$ cat src/rtl/avr_abe_pkg.sv
// ----------------------------------------------------------------------------
// avr_abe_pkg
// Shared constants and types for the AVR ALU and branch execute block.
// ----------------------------------------------------------------------------
package avr_abe_pkg;

   localparam int PC_WIDTH = 22;
   localparam int PC_PORT_WIDTH = 22;

   localparam logic [4:0] OP_ADC  = 5'd0;
   localparam logic [4:0] OP_ADD  = 5'd1;
   localparam logic [4:0] OP_AND  = 5'd2;
   localparam logic [4:0] OP_ANDI = 5'd3;
   localparam logic [4:0] OP_BCLR = 5'd4;
   localparam logic [4:0] OP_BSET = 5'd5;
   localparam logic [4:0] OP_BLD  = 5'd6;
   localparam logic [4:0] OP_BST  = 5'd7;
   localparam logic [4:0] OP_BRBC = 5'd8;
   localparam logic [4:0] OP_BRBS = 5'd9;
   localparam logic [4:0] OP_JMP  = 5'd10;
   localparam logic [4:0] OP_CBI  = 5'd11;
   localparam logic [4:0] OP_CBR  = 5'd12;
   localparam logic [4:0] OP_CLR  = 5'd13;
   localparam logic [4:0] OP_COM  = 5'd14;
   localparam logic [4:0] OP_CP   = 5'd15;
   localparam logic [4:0] OP_CPC  = 5'd16;
   localparam logic [4:0] OP_CPI  = 5'd17;
   localparam logic [4:0] OP_DEC  = 5'd18;
   localparam logic [4:0] OP_EOR  = 5'd19;
   localparam logic [4:0] OP_INC  = 5'd20;
   localparam logic [4:0] OP_LDI  = 5'd21;
   localparam logic [4:0] OP_LSL  = 5'd22;
   localparam logic [4:0] OP_LSR  = 5'd23;
   localparam logic [4:0] OP_MOV  = 5'd24;
   localparam logic [4:0] OP_NEG  = 5'd25;
   localparam logic [4:0] OP_NOP  = 5'd26;
   localparam logic [4:0] OP_SBR  = 5'd27;
   localparam logic [4:0] OP_SER  = 5'd28;
   localparam logic [4:0] OP_TST  = 5'd29;

   localparam int FLAG_C = 0;
   localparam int FLAG_Z = 1;
   localparam int FLAG_N = 2;
   localparam int FLAG_V = 3;
   localparam int FLAG_S = 4;
   localparam int FLAG_H = 5;
   localparam int FLAG_T = 6;

   typedef struct packed {
      logic [PC_WIDTH-1:0] pc;
      logic [7:0]          value;
      logic                written;
      logic [7:0]          sreg;
      logic                taken;
   } exec_result_type;

endpackage

$ cat src/rtl/avr_alu_branch_execute.sv
// the request is registered into the execute stage on accept and its result into
// the result register; throughput: one transaction per cycle unless the response
// is stalled; the register file is read on accept and the write of the instruction
// ahead is forwarded into execute; reset: synchronous, pc and status clear, register
// file valid bits clear so registers read zero until written; no clearing pass
// ----------------------------------------------------------------------------
// avr_alu_branch_execute
// Top level: register file memory, operand fetch, execute stage, result register.
// ----------------------------------------------------------------------------
module avr_alu_branch_execute (
   input  logic              clock,
   input  logic              reset,
   input  logic              req_valid,
   output logic              req_stall,
   input  logic [4:0]        req_type,
   input  logic [4:0]        req_dest_reg,
   input  logic [4:0]        req_src_reg,
   input  logic [7:0]        req_immediate,
   input  logic [2:0]        req_bit_sel,
   input  logic signed [6:0] req_branch_offset,
   input  logic [21:0]       req_jump_target,
   output logic              rsp_valid,
   input  logic              rsp_stall,
   output logic [avr_abe_pkg::PC_PORT_WIDTH-1:0] rsp_next_pc,
   output logic [7:0]        rsp_dest_value,
   output logic              rsp_dest_written,
   output logic [7:0]        rsp_status_flags,
   output logic              rsp_branch_taken
);
   import avr_abe_pkg::*;

   logic [7:0]  mem [32];
   logic [31:0] valid_ff;

   logic              req_acc;
   logic              s1_adv;
   logic              s1_valid_ff, s1_valid_in;
   logic [4:0]        s1_type_ff;
   logic [4:0]        s1_dest_ff;
   logic [4:0]        s1_src_ff;
   logic [7:0]        s1_imm_ff;
   logic [2:0]        s1_bit_ff;
   logic signed [6:0] s1_off_ff;
   logic [21:0]       s1_tgt_ff;
   logic [7:0]        rd_data_ff, rr_data_ff;
   logic              rd_vld_ff, rr_vld_ff;
   logic              fwd_valid_ff;
   logic [4:0]        fwd_addr_ff;
   logic [7:0]        fwd_data_ff;
   logic [7:0]        rd_op, rr_op;

   logic [PC_WIDTH-1:0] pc_ff;
   logic [7:0]          sreg_ff;
   logic                rsp_valid_ff, rsp_valid_in;
   exec_result_type     rsp_ff;
   exec_result_type     ex_res;

   assign s1_adv    = s1_valid_ff && (!rsp_valid_ff || !rsp_stall);
   assign req_stall = s1_valid_ff && !s1_adv;
   assign req_acc   = req_valid && !req_stall;

   assign s1_valid_in  = req_acc || (s1_valid_ff && !s1_adv);
   assign rsp_valid_in = s1_adv || (rsp_valid_ff && rsp_stall);

   // the instruction ahead writes at the same edge that this one reads
   always_comb begin
      if (fwd_valid_ff && fwd_addr_ff == s1_dest_ff) begin
         rd_op = fwd_data_ff;
      end else begin
         rd_op = rd_vld_ff ? rd_data_ff : 8'h00;
      end
      if (fwd_valid_ff && fwd_addr_ff == s1_src_ff) begin
         rr_op = fwd_data_ff;
      end else begin
         rr_op = rr_vld_ff ? rr_data_ff : 8'h00;
      end
   end

   avr_abe_alu u_alu (
      .op      (s1_type_ff),
      .rd      (rd_op),
      .rr      (rr_op),
      .imm     (s1_imm_ff),
      .bit_sel (s1_bit_ff),
      .offset  (s1_off_ff),
      .target  (s1_tgt_ff),
      .sreg    (sreg_ff),
      .pc      (pc_ff),
      .result  (ex_res)
   );

   // register file memory
   always_ff @(posedge clock) begin
      if (req_acc) begin
         rd_data_ff <= mem[req_dest_reg];
         rr_data_ff <= mem[req_src_reg];
      end
      if (s1_adv && ex_res.written) begin
         mem[s1_dest_ff] <= ex_res.value;
      end
   end

   always_ff @(posedge clock) begin
      if (reset) begin
         valid_ff     <= '0;
         s1_valid_ff  <= 1'b0;
         rsp_valid_ff <= 1'b0;
         pc_ff        <= '0;
         sreg_ff      <= '0;
         fwd_valid_ff <= 1'b0;
      end else begin
         s1_valid_ff  <= s1_valid_in;
         rsp_valid_ff <= rsp_valid_in;
         if (s1_adv) begin
            pc_ff   <= ex_res.pc;
            sreg_ff <= ex_res.sreg;
            if (ex_res.written) begin
               valid_ff[s1_dest_ff] <= 1'b1;
            end
         end
         if (req_acc) begin
            fwd_valid_ff <= s1_adv && ex_res.written;
         end
      end
   end

   always_ff @(posedge clock) begin
      if (req_acc) begin
         s1_type_ff  <= req_type;
         s1_dest_ff  <= req_dest_reg;
         s1_src_ff   <= req_src_reg;
         s1_imm_ff   <= req_immediate;
         s1_bit_ff   <= req_bit_sel;
         s1_off_ff   <= req_branch_offset;
         s1_tgt_ff   <= req_jump_target;
         rd_vld_ff   <= valid_ff[req_dest_reg];
         rr_vld_ff   <= valid_ff[req_src_reg];
         fwd_addr_ff <= s1_dest_ff;
         fwd_data_ff <= ex_res.value;
      end
      if (s1_adv) begin
         rsp_ff <= ex_res;
      end
   end

   assign rsp_valid        = rsp_valid_ff;
   assign rsp_next_pc      = PC_PORT_WIDTH'(rsp_ff.pc);
   assign rsp_dest_value   = rsp_ff.written ? rsp_ff.value : 8'h00;
   assign rsp_dest_written = rsp_ff.written;
   assign rsp_status_flags = rsp_ff.sreg;
   assign rsp_branch_taken = rsp_ff.taken;

`ifndef SYNTH
   a_no_accept_when_blocked: assert property (@(posedge clock) disable iff (reset)
      (s1_valid_ff && rsp_valid_ff && rsp_stall) |-> !req_acc)
      else $error("transaction accepted while execute stage is blocked");

   a_exec_gives_result: assert property (@(posedge clock) disable iff (reset)
      s1_adv |=> rsp_valid_ff)
      else $error("executed transaction produced no result");

   a_state_after_reset: assert property (@(posedge clock)
      $past(reset) |-> (pc_ff == '0 && sreg_ff == 8'h00 && valid_ff == '0))
      else $error("architectural state not cleared by reset");

   a_arch_state_moves_with_exec: assert property (@(posedge clock) disable iff (reset)
      !s1_adv |=> ($stable(pc_ff) && $stable(sreg_ff)))
      else $error("pc or status changed without an executed transaction");
`endif

endmodule

$ cat src/rtl/avr_abe_alu.sv
// ----------------------------------------------------------------------------
// avr_abe_alu
// Combinational execute unit: ALU result, status update and next pc.
// ----------------------------------------------------------------------------
module avr_abe_alu (
   input  logic [4:0]                      op,
   input  logic [7:0]                      rd,
   input  logic [7:0]                      rr,
   input  logic [7:0]                      imm,
   input  logic [2:0]                      bit_sel,
   input  logic signed [6:0]               offset,
   input  logic [21:0]                     target,
   input  logic [7:0]                      sreg,
   input  logic [avr_abe_pkg::PC_WIDTH-1:0] pc,
   output avr_abe_pkg::exec_result_type    result
);
   import avr_abe_pkg::*;

   // n, z, v and s = n ^ v
   function automatic logic [7:0] nzvs(input logic [7:0] sr, input logic [7:0] r,
                                       input logic v);
      logic [7:0] o;
      o = sr;
      o[FLAG_N] = r[7];
      o[FLAG_Z] = (r == 8'h00);
      o[FLAG_V] = v;
      o[FLAG_S] = r[7] ^ v;
      return o;
   endfunction

   logic [7:0]          bitm;
   logic                cin;
   logic                sub_cin;
   logic [7:0]          sub_b;
   logic [8:0]          sum9;
   logic [4:0]          sum5;
   logic [8:0]          dif9;
   logic [4:0]          dif5;
   logic [7:0]          res;
   logic [7:0]          sr;
   logic                wr;
   logic                taken;
   logic [PC_WIDTH-1:0] npc;
   logic [PC_WIDTH-1:0] seq_pc;
   logic [PC_WIDTH-1:0] br_pc;

   assign bitm    = 8'b00000001 << bit_sel;
   assign cin     = sreg[FLAG_C];
   assign sum9    = {1'b0, rd} + {1'b0, rr} + {8'h00, cin & (op == OP_ADC)};
   assign sum5    = {1'b0, rd[3:0]} + {1'b0, rr[3:0]} + {4'h0, cin & (op == OP_ADC)};
   assign sub_b   = (op == OP_CPI) ? imm : rr;
   assign sub_cin = cin & (op == OP_CPC);
   assign dif9    = {1'b0, rd} - {1'b0, sub_b} - {8'h00, sub_cin};
   assign dif5    = {1'b0, rd[3:0]} - {1'b0, sub_b[3:0]} - {4'h0, sub_cin};
   assign seq_pc  = pc + PC_WIDTH'(1);
   assign br_pc   = pc + {{(PC_WIDTH-7){offset[6]}}, offset} + PC_WIDTH'(1);

   always_comb begin
      res   = 8'h00;
      sr    = sreg;
      wr    = 1'b0;
      taken = 1'b0;
      npc   = seq_pc;
      case (op)
         OP_ADC, OP_ADD: begin
            res = sum9[7:0];
            sr[FLAG_C] = sum9[8];
            sr[FLAG_H] = sum5[4];
            sr = nzvs(sr, res, ~(rd[7] ^ rr[7]) & (rd[7] ^ res[7]));
            wr = 1'b1;
         end
         OP_AND: begin
            res = rd & rr;
            sr  = nzvs(sr, res, 1'b0);
            wr  = 1'b1;
         end
         OP_ANDI: begin
            res = rd & imm;
            sr  = nzvs(sr, res, 1'b0);
            wr  = 1'b1;
         end
         OP_BCLR: sr = sreg & ~bitm;
         OP_BSET: sr = sreg | bitm;
         OP_BLD: begin
            res = sreg[FLAG_T] ? (rd | bitm) : (rd & ~bitm);
            wr  = 1'b1;
         end
         OP_BST: sr[FLAG_T] = |(rd & bitm);
         OP_BRBC, OP_BRBS: begin
            if ((|(sreg & bitm)) == (op == OP_BRBS)) begin
               npc   = br_pc;
               taken = 1'b1;
            end
         end
         OP_JMP: begin
            npc   = target[PC_WIDTH-1:0];
            taken = 1'b1;
         end
         OP_CBI: begin
            res = rd & ~bitm;
            wr  = 1'b1;
         end
         OP_CBR: begin
            res = rd & ~imm;
            sr  = nzvs(sr, res, 1'b0);
            wr  = 1'b1;
         end
         OP_CLR: begin
            res = 8'h00;
            sr  = nzvs(sr, 8'h00, 1'b0);
            wr  = 1'b1;
         end
         OP_COM: begin
            res = ~rd;
            sr  = nzvs(sr, res, 1'b0);
            sr[FLAG_C] = 1'b1;
            wr  = 1'b1;
         end
         OP_CP, OP_CPC, OP_CPI: begin
            sr[FLAG_C] = dif9[8];
            sr[FLAG_H] = dif5[4];
            sr = nzvs(sr, dif9[7:0], (rd[7] ^ sub_b[7]) & (rd[7] ^ dif9[7]));
            // cpc only ever clears z
            if (op == OP_CPC && dif9[7:0] == 8'h00) begin
               sr[FLAG_Z] = sreg[FLAG_Z];
            end
         end
         OP_DEC: begin
            res = rd - 8'd1;
            sr  = nzvs(sr, res, res == 8'h7F);
            wr  = 1'b1;
         end
         OP_EOR: begin
            res = rd ^ rr;
            sr  = nzvs(sr, res, 1'b0);
            wr  = 1'b1;
         end
         OP_INC: begin
            res = rd + 8'd1;
            sr  = nzvs(sr, res, res == 8'h80);
            wr  = 1'b1;
         end
         OP_LDI: begin
            res = imm;
            wr  = 1'b1;
         end
         OP_LSL: begin
            res = {rd[6:0], 1'b0};
            sr[FLAG_C] = rd[7];
            sr[FLAG_H] = rd[3];
            sr = nzvs(sr, res, rd[6] ^ rd[7]);
            wr = 1'b1;
         end
         OP_LSR: begin
            res = {1'b0, rd[7:1]};
            sr[FLAG_C] = rd[0];
            sr = nzvs(sr, res, rd[0]);
            wr = 1'b1;
         end
         OP_MOV: begin
            res = rr;
            wr  = 1'b1;
         end
         OP_NEG: begin
            res = 8'h00 - rd;
            sr[FLAG_C] = (res != 8'h00);
            sr[FLAG_H] = res[3] | rd[3];
            sr = nzvs(sr, res, res == 8'h80);
            wr = 1'b1;
         end
         OP_SBR: begin
            res = rd | imm;
            sr  = nzvs(sr, res, 1'b0);
            wr  = 1'b1;
         end
         OP_SER: begin
            res = 8'd255;
            wr  = 1'b1;
         end
         OP_TST: sr = nzvs(sr, rd, 1'b0);
         default: ;
      endcase
   end

   assign result.pc      = npc;
   assign result.value   = res;
   assign result.written = wr;
   assign result.sreg    = sr;
   assign result.taken   = taken;

endmodule
$ cat config.mk
export PLATFORM = sky130hd
export DESIGN_NAME = avr_alu_branch_execute
export DESIGN_NICKNAME = d
export VERILOG_FILES = /design/src/rtl/avr_abe_pkg.sv /design/src/rtl/avr_alu_branch_execute.sv /design/src/rtl/avr_abe_alu.sv
export SDC_FILE = /design/constraint.sdc
export NUM_CORES = 1
export LEC_CHECK = 0
export BUFFER_PORTS_ARGS = -buffer_cell sky130_fd_sc_hd__buf_4
export CAP_MARGIN = 15
export CORE_ASPECT_RATIO = 0.5
export CORE_MARGIN = 5
export CORE_UTILIZATION = 57
export CTS_BUF_LIST = sky130_fd_sc_hd__clkbuf_16
export CTS_CLUSTER_SIZE = 8
export DETAILED_ROUTE_END_ITERATION = 16
export PLACE_DENSITY = 0.86
export SLEW_MARGIN = 5
export SYNTH_ARGS = -nofsm -noshare
export SYNTH_HDL_FRONTEND = slang
export SYNTH_HIERARCHICAL = 1
export SYNTH_SLANG_ARGS = --single-unit
$ cat constraint.sdc
create_clock -name clock -period 4.82 [get_ports clock]
set_clock_uncertainty 0.05 [all_clocks]
set_input_delay 0.964 -clock clock [delete_from_list [all_inputs] [get_ports clock]]
set_output_delay 0.964 -clock clock [all_outputs]
set_load 0.02 [all_outputs]
==> flow_summary.yaml, run 1 <==
grt:
  grt_start_max_net_pins: 74
  antenna_found_initial: 4
  grt_overflow: 0
  grt_pass1_wl_mm: 118.3
  grt_pass1_vias: 18320
  grt_use_total: 0.3361
cells_and_area:
  fin_area_um2: 27650
  layout-drive-gt1-share: 0.2547
  final_common_cell: "edfxtp_1"
  fillers: 2714
  fin_cells: 2536
  layout_common_cells: "382 x edfxtp_1, 181 x mux4_2, 172 x buf_4"
  fin_nets: 2047
  num_antenna_cells: 0
  syn_to_final_growth_pct: 13.54
clocking:
  cts_tree: "built"
  clk_path_buf_depth: 3
  numCtsBuffers: 66
  cts_root_buf: "clkbuf_16"
  post-cts-setup-buffers: 0
  cts_resized: 0
  clkSlewWorstSetupHoldPaths_ns: 0.06
  cts_hold_buffers: 0
  numClockSinks: 447
  ctsHtreeMaxLevel: 3
  clock_latency_ns: 0.61
die:
  start_util: 0.5783
  coreArea_um2: 42110
  die_width_um: 302.3
  die-area_um2: 47210
  die_y_um: 156.2
  ios: 101
  row_count: 53
synthesis:
  netlist_area_um2: 24350
  avgSynthCellArea_um2: 13.30
  yosysSeqAreaShare: 0.5245
  ys_seq_elements: 447
  synth_async_sr_flop_share: 0
  ys_warn_count: 6
  netlist_instances: 1831
  synth_ff_type: "edfxtp_1"
  muxShareOfSynthArea: 0.1898
  synth_xor_area_frac: 0.02482
  synth_top_family_by_area: "multiplexers"
  synth-edff-count: 382
  synth-compound-area-share: 0.09042
  synthAdderAreaFrac: 0.03031
  syn_nets: 1946
  synth-simple-area-share: 0.09988
  synth_cell_type_count: 84
critical_path:
  cp_cell_sequence: "xor2_1, nor4_1, and3_2, mux2i_1, buf_12, inv_1, ha_1, nand2b_1, nor4_1, xnor2_1, nor2_1, a2111oi_0, buf_4, nand3_1, buf_4"
  crit_path_start_kind: "register"
  path_class: "reg -> reg"
  cp-end-kind: "register"
  crit_fanout: 34
  slowest_stage: "edfxtp_1"
  r2r_setup_slack_ns: 0.28
  required_ns: 5.05
  crit_arrival_ns: 4.77
  cpPeakStageDelay_ns: 0.53
route:
  dr_wl_met3_mm: 10.88
  drc: 0
  met2_length_mm: 35.60
  ant_nets: 0
  routed_via_density: 7.267
  first_iter_violations: 3193
  wl_per_cell_um: 31.19
  first_pass_iters: 9
  top_layer: "met5"
  vias: 18430
  wl_met1_mm: 27.13
  drt-total-wl_mm: 79.11
pwr:
  p_clk_frac: 0.434
  swShare: 0.2592
  intPower_mw: 7.307
  pwr-share-comb: 0.116
  p_leak_nw: 9.692
  seqPwrFrac: 0.450
  p_sw_mw: 2.557
  vdd_drop_max_v: 0.0002569
  pwr_density_cell_nw_per_um2: 356.7
sta:
  tightest_slew_ns: 1.162
  fin_crit_sh: 0.9417
  relSlewSlack: 0.2255
  final.setup.tns_ns: 0
  fmax_mhz: 220.3
  maxSlewViolCount: 0
  report.final.hold_viol_count: 0
  rsz0062_at_grt: "no"
  period_needed_ns: 4.539
  finalSetupViolCount: 0
place:
  io_buffers: 100
  gp_congestion: 1.026
  dp_hpwl_mm: 48.47
  dp_cells: 2441
  place_area_um2: 25730
hold_path:
  hp-class: "reg -> reg"
status:
  status: "completed"
run:
  maxCapViolCount: 0
[logic make-up after synthesis]
kind of cell,count (synthesis)
AOI/OAI and AO/OA,324
xor gates and xnor gates,69
adders and majority gates,56
buffers and inverters,201
DFF,447
muxes,231
and+or+nand+nor,503
[layout make-up]
class                      count  area (um2)  area share
sequential                   447       12770      0.4619
multi-input combinational   1183       10620      0.3840
clock buffer                  67        1677     0.06063
timing repair buffer         178        1411     0.05104
tap                          577       721.9     0.02611
clock inverter                28       240.2    0.008688
inverter                      56       211.5    0.007647
[power by group through the flow]
| stage | Combinational [mW] | Clock, mW | Sequential, mW |
|---|---|---|---|
| 3_5_place_dp | 1.09 | 0 | 4.50 |
| 2_1_floorplan | 0.739 | 0 | 4.48 |
| 6_report | 1.14 | 4.28 | 4.44 |
| 3_3_place_gp | 1.06 | 0 | 4.50 |
| 4_1_cts | 1.11 | 4.31 | 4.43 |
| 5_1_grt | 1.20 | 4.49 | 4.44 |
[stage by stage]
step | hold WS (ns) | worst slack, ns | util | total power, mW
2_1_floorplan | 0.3744 | 0.08640 | - | 5.217
3_3_place_gp | 0.4082 | 0.5305 | 0.6110 | 5.558
3_5_place_dp | 0.4323 | 0.3235 | 0.6110 | 5.589
4_1_cts | 0.4402 | 0.2390 | 0.6565 | 9.848
5_1_grt | 0.4755 | 0.05357 | 0.6567 | 10.13
6_report | 0.4405 | 0.2808 | 0.6567 | 9.865
[cells in the mapped netlist, types with 9 or more instances]
master / number / share of area
nor4_1: 23 / 0.0059
nor3_1: 23 / 0.0047
dfxtp_1: 65 / 0.053
buf_1: 25 / 0.0039
buf_4: 46 / 0.014
edfxtp_1: 382 / 0.47
o21ai_0: 39 / 0.0080
o21ai_1: 17 / 0.0035
mux2i_1: 22 / 0.0090
inv_1: 52 / 0.0080
a21o_1: 15 / 0.0046
nor3b_1: 10 / 0.0031
and2_1: 15 / 0.0039
a211oi_1: 10 / 0.0031
nand2_1: 153 / 0.024
o22ai_1: 9 / 0.0023
clkbuf_1: 51 / 0.0079
nand4_1: 17 / 0.0044
a22oi_1: 13 / 0.0040
mux2_2: 27 / 0.012
a22oi_2: 10 / 0.0051
xor2_1: 34 / 0.012
ha_1: 51 / 0.026
nor2b_1: 11 / 0.0028
xnor2_1: 35 / 0.013
nand3_1: 39 / 0.0080
mux4_2: 181 / 0.17
nand2b_1: 18 / 0.0046
and3_1: 18 / 0.0046
nor2_1: 130 / 0.020
a21oi_1: 108 / 0.022
or3_1: 11 / 0.0028
a221oi_1: 11 / 0.0040
buf_2: 19 / 0.0039
[metal layers]
metal	vias to the layer above	global-route usage
li1	7352	-
met1	8870	0.4305
met2	1763	0.5226
met3	439	0.1028
met4	6	0.1797
met5	-	0
[sequential cells by signal, summed over array words and instances (netlist names), 22 cells and up]
| name | flops |
|---|---|
| pc_ff | 22 |
| valid_ff | 32 |
| rsp_next_pc | 22 |
| s1_tgt_ff | 22 |
| mem | 256 |
[worst max-delay path, delay by kind of cell, from the launching register on]
kind	cells	cell delay [ns]
flops	1	0.53
mux	1	0.14
simple gates	6	1.36
xor+xnor	2	0.42
buf+inv	4	0.92
fa+ha+maj	1	0.25
compound gates	1	0.49
[final timing paths]
kind	endpoint	depth (start not counted)	from
worst min register to register	sreg_ff[7]	2	sreg_ff[7]
worst max register to register	mem[7][6]	15	s1_dest_ff[4]
worst max-delay path	mem[7][6]	15	s1_dest_ff[4]
worst min-delay path	sreg_ff[7]	2	sreg_ff[7]
(Power assumes the default switching activity.)
==> run 2: changes to the inputs <==
- ABC_AREA: not set -> 1
- CORE_UTILIZATION: 57 -> 60
- PLACE_DENSITY: 0.86 -> 0.88
- clock period: 4.82 -> 5 ns (I/O delays scaled with it)
==> run 2 against run 1 <==
Combinational power grew 19%. Hold slack lost 0.020 ns. Register-to-register slack gained 0.48 ns. First-iteration DRC count grew 39%. Largest power group unchanged. Largest cell class unchanged.
==> flow_summary.yaml, run 2 <==
pwr:
  p_sw_mw: 2.680
  swShare: 0.2839
  seqPwrFrac: 0.451
  vdd_drop_max_v: 0.0003100
  pwr_density_cell_nw_per_um2: 324.2
  intPower_mw: 6.759
  p_leak_nw: 12.75
  p_clk_frac: 0.405
  pwr-share-comb: 0.144
grt:
  grt_pass1_wl_mm: 134.3
  grt_use_total: 0.3455
  grt_start_max_net_pins: 106
  grt_pass1_vias: 23930
  antenna_found_initial: 2
  grt_overflow: 0
route:
  drc: 0
  dr_wl_met3_mm: 12.55
  vias: 25670
  drt-total-wl_mm: 88.03
  wl_met1_mm: 33.26
  met2_length_mm: 38.01
  first_pass_iters: 6
  top_layer: "met5"
  ant_nets: 0
  first_iter_violations: 4446
  wl_per_cell_um: 21.71
  routed_via_density: 6.331
synthesis:
  synthTopCellsByArea: "edfxtp_1 43%, nand2_1 18%, nand3_1 11%"
  synth.most_common_cell: "nand2_1"
  synth_top_area_cell: "edfxtp_1"
  synth-edff-count: 382
  syn_nets: 3510
  synth_ff_type: "edfxtp_1"
  avgSynthCellArea_um2: 7.821
  netlist_area_um2: 26550
  ys_seq_elements: 447
  synth_cell_type_count: 50
  ys_warn_count: 6
  netlist_instances: 3395
  synth_top_cell_area_share: 0.4320
  synth_async_sr_flop_share: 0
  synthTopCellsByCount: "1304 x nand2_1, 558 x nand3_1, 382 x edfxtp_1"
  yosysSeqAreaShare: 0.4810
sta:
  final.setup.tns_ns: 0
  fin_crit_sh: 0.8473
  holdWs_ns: 0.4205
  fmax_mhz: 236.0
  finalSetupViolCount: 0
  rsz0062_at_grt: "no"
  report.final.hold_viol_count: 0
  maxSlewViolCount: 0
  period_needed_ns: 4.237
  tightest_slew_ns: 1.058
  relSlewSlack: 0.2940
clocking:
  cts_resized: 0
  post-cts-setup-buffers: 0
  clock_latency_ns: 0.64
  clkSlewWorstSetupHoldPaths_ns: 0.05
  cts_tree: "built"
  numClockSinks: 447
  clk_path_buf_depth: 3
  cts_hold_buffers: 0
  cts_root_buf: "clkbuf_16"
  numCtsBuffers: 61
  ctsHtreeMaxLevel: 2
critical_path:
  cp_cell_sequence: "inv_1, o21ai_0, nor2_1, nand3_2, nand2_1, nand2_1, nand2_1, o21ai_0, fa_1, fa_1, nand2_1, nand2_1, nand2_1, nand2_1, nand2_1, nand2_1, nand2_1, a21oi_1, xnor2_1, nor2_1, nor2_1, nand2_1, nand2_1, a21oi_1"
  crit_path_start_kind: "register"
  slowest_stage: "fa_1"
  cp-end-kind: "register"
  path_class: "reg -> reg"
  reg2reg_to: "sreg_ff[0]"
  r2r-start: "fwd_addr_ff[4]"
  cpPeakStageDelay_ns: 0.50
  critPathTopFamily: "simple AND/OR/NAND/NOR gates"
  crit_fanout: 9
  r2r_setup_slack_ns: 0.76
  worst-path-buf-inv: 1
  required_ns: 5.40
  crit_arrival_ns: 4.64
  ff2ff_path_depth: 24
  path_common_cell: "nand2_1"
die:
  start_util: 0.6083
  ios: 101
  row_count: 54
  coreArea_um2: 43650
  die_y_um: 158.8
  die-area_um2: 48820
  die_width_um: 307.5
hold_path:
  hp-class: "reg -> reg"
  hold_end: "valid_ff[8]"
  holdPathStages: 2
  hp-start: "valid_ff[8]"
cells_and_area:
  layout-drive-gt1-share: 0.07963
  fin_cells: 4055
  fin_nets: 3528
  fin_area_um2: 29120
  top_regs: "mem: 256 flops, valid_ff: 32 flops"
  largest_reg_flops: 256
  final_common_cell: "nand2_1"
  syn_to_final_growth_pct: 9.660
  layout_common_cells: "1304 x nand2_1, 558 x nand3_1, 382 x edfxtp_1"
  top_register: "mem"
  fillers: 3416
place:
  place_area_um2: 27290
  dp_hpwl_mm: 56.95
  gp_congestion: 1.070
  dp_cells: 3937
  io_buffers: 100
status:
  status: "completed"
run:
  maxCapViolCount: 0
[run 2: changes by cell type in the layout (fill, tap and decap cells not counted), sizes merged, moves of 23 or more]
cell,delta
mux2i,-23
nand3,+523
a21oi,+24
nor2,+38
buf,-42
mux2,-27
inv,+249
a22oi,-23
nand2,+1158
mux4,-181
[run 2: metal layers]
layer / GRT usage / vias to the layer above
met5: 0 / -
met4: 0.1430 / 2
met3: 0.07135 / 426
met2: 0.5230 / 2231
met1: 0.4895 / 11670
li1: - / 11350
[run 2: cell type report]
cell class	count	area, um2	share of cell area
flip-flops and latches	447	12770	0.4387
multi-input cells	2487	11670	0.4008
clock buffers	61	1526	0.05243
repair buffers	136	1079	0.03704
inverters	280	1060	0.03640
well taps	588	735.7	0.02527
clock inverters	55	271.5	0.009325
diodes	1	2.502	0.00008594
[run 2: cell families after synthesis]
kind of cell / Yosys count / synth area share
AND/OR/NAND/NOR: 2130 / 0.3414
AO/OA/AOI/OAI: 261 / 0.05622
XOR/XNOR: 40 / 0.01319
flip-flops: 447 / 0.4810
buffers and inverters: 461 / 0.08035
adder cells (fa/ha/maj): 56 / 0.02780
[run 2: tightest hold or removal path, cell delays in order (launching register included)]
cell and delay, ns:
dfxtp_1 0.31, inv_1 0.05, a21oi_1 0.05
[run 2: metrics by stage]
| step | total power, mW | utilization | setup slack (ns) |
|---|---|---|---|
| final | 9.439 | 0.6671 | 0.7634 |
| after global routing | 9.719 | 0.6671 | 0.3544 |
| after CTS | 9.375 | 0.6664 | 0.8780 |
| after detailed placement | 5.623 | 0.6252 | 0.8864 |
| after global placement | 5.599 | 0.6252 | 0.9841 |
| after floorplan | 5.199 | - | 0.9466 |
[run 2: power by group through the flow]
stage / Clock, mW / Combinational [mW] / Sequential, mW
finish: 3.82 / 1.36 / 4.26
global route: 4.00 / 1.45 / 4.26
CTS: 3.81 / 1.30 / 4.26
detailed placement: 0 / 1.29 / 4.33
global placement: 0 / 1.27 / 4.33
floorplan: 0 / 0.885 / 4.31
[run 2: how the worst max path moves through the flow]
stage | to | cells after the start | slack (ns) | from
global placement | mem[16][2] | 14 | 0.98 | s1_dest_ff[2]
CTS | sreg_ff[0] | 24 | 0.88 | fwd_addr_ff[4]
global route | sreg_ff[4] | 23 | 0.35 | fwd_addr_ff[4]
detailed placement | sreg_ff[0] | 24 | 0.89 | fwd_addr_ff[4]
finish | sreg_ff[0] | 24 | 0.76 | fwd_addr_ff[4]
floorplan | fwd_data_ff[6] | 15 | 0.95 | s1_dest_ff[2]
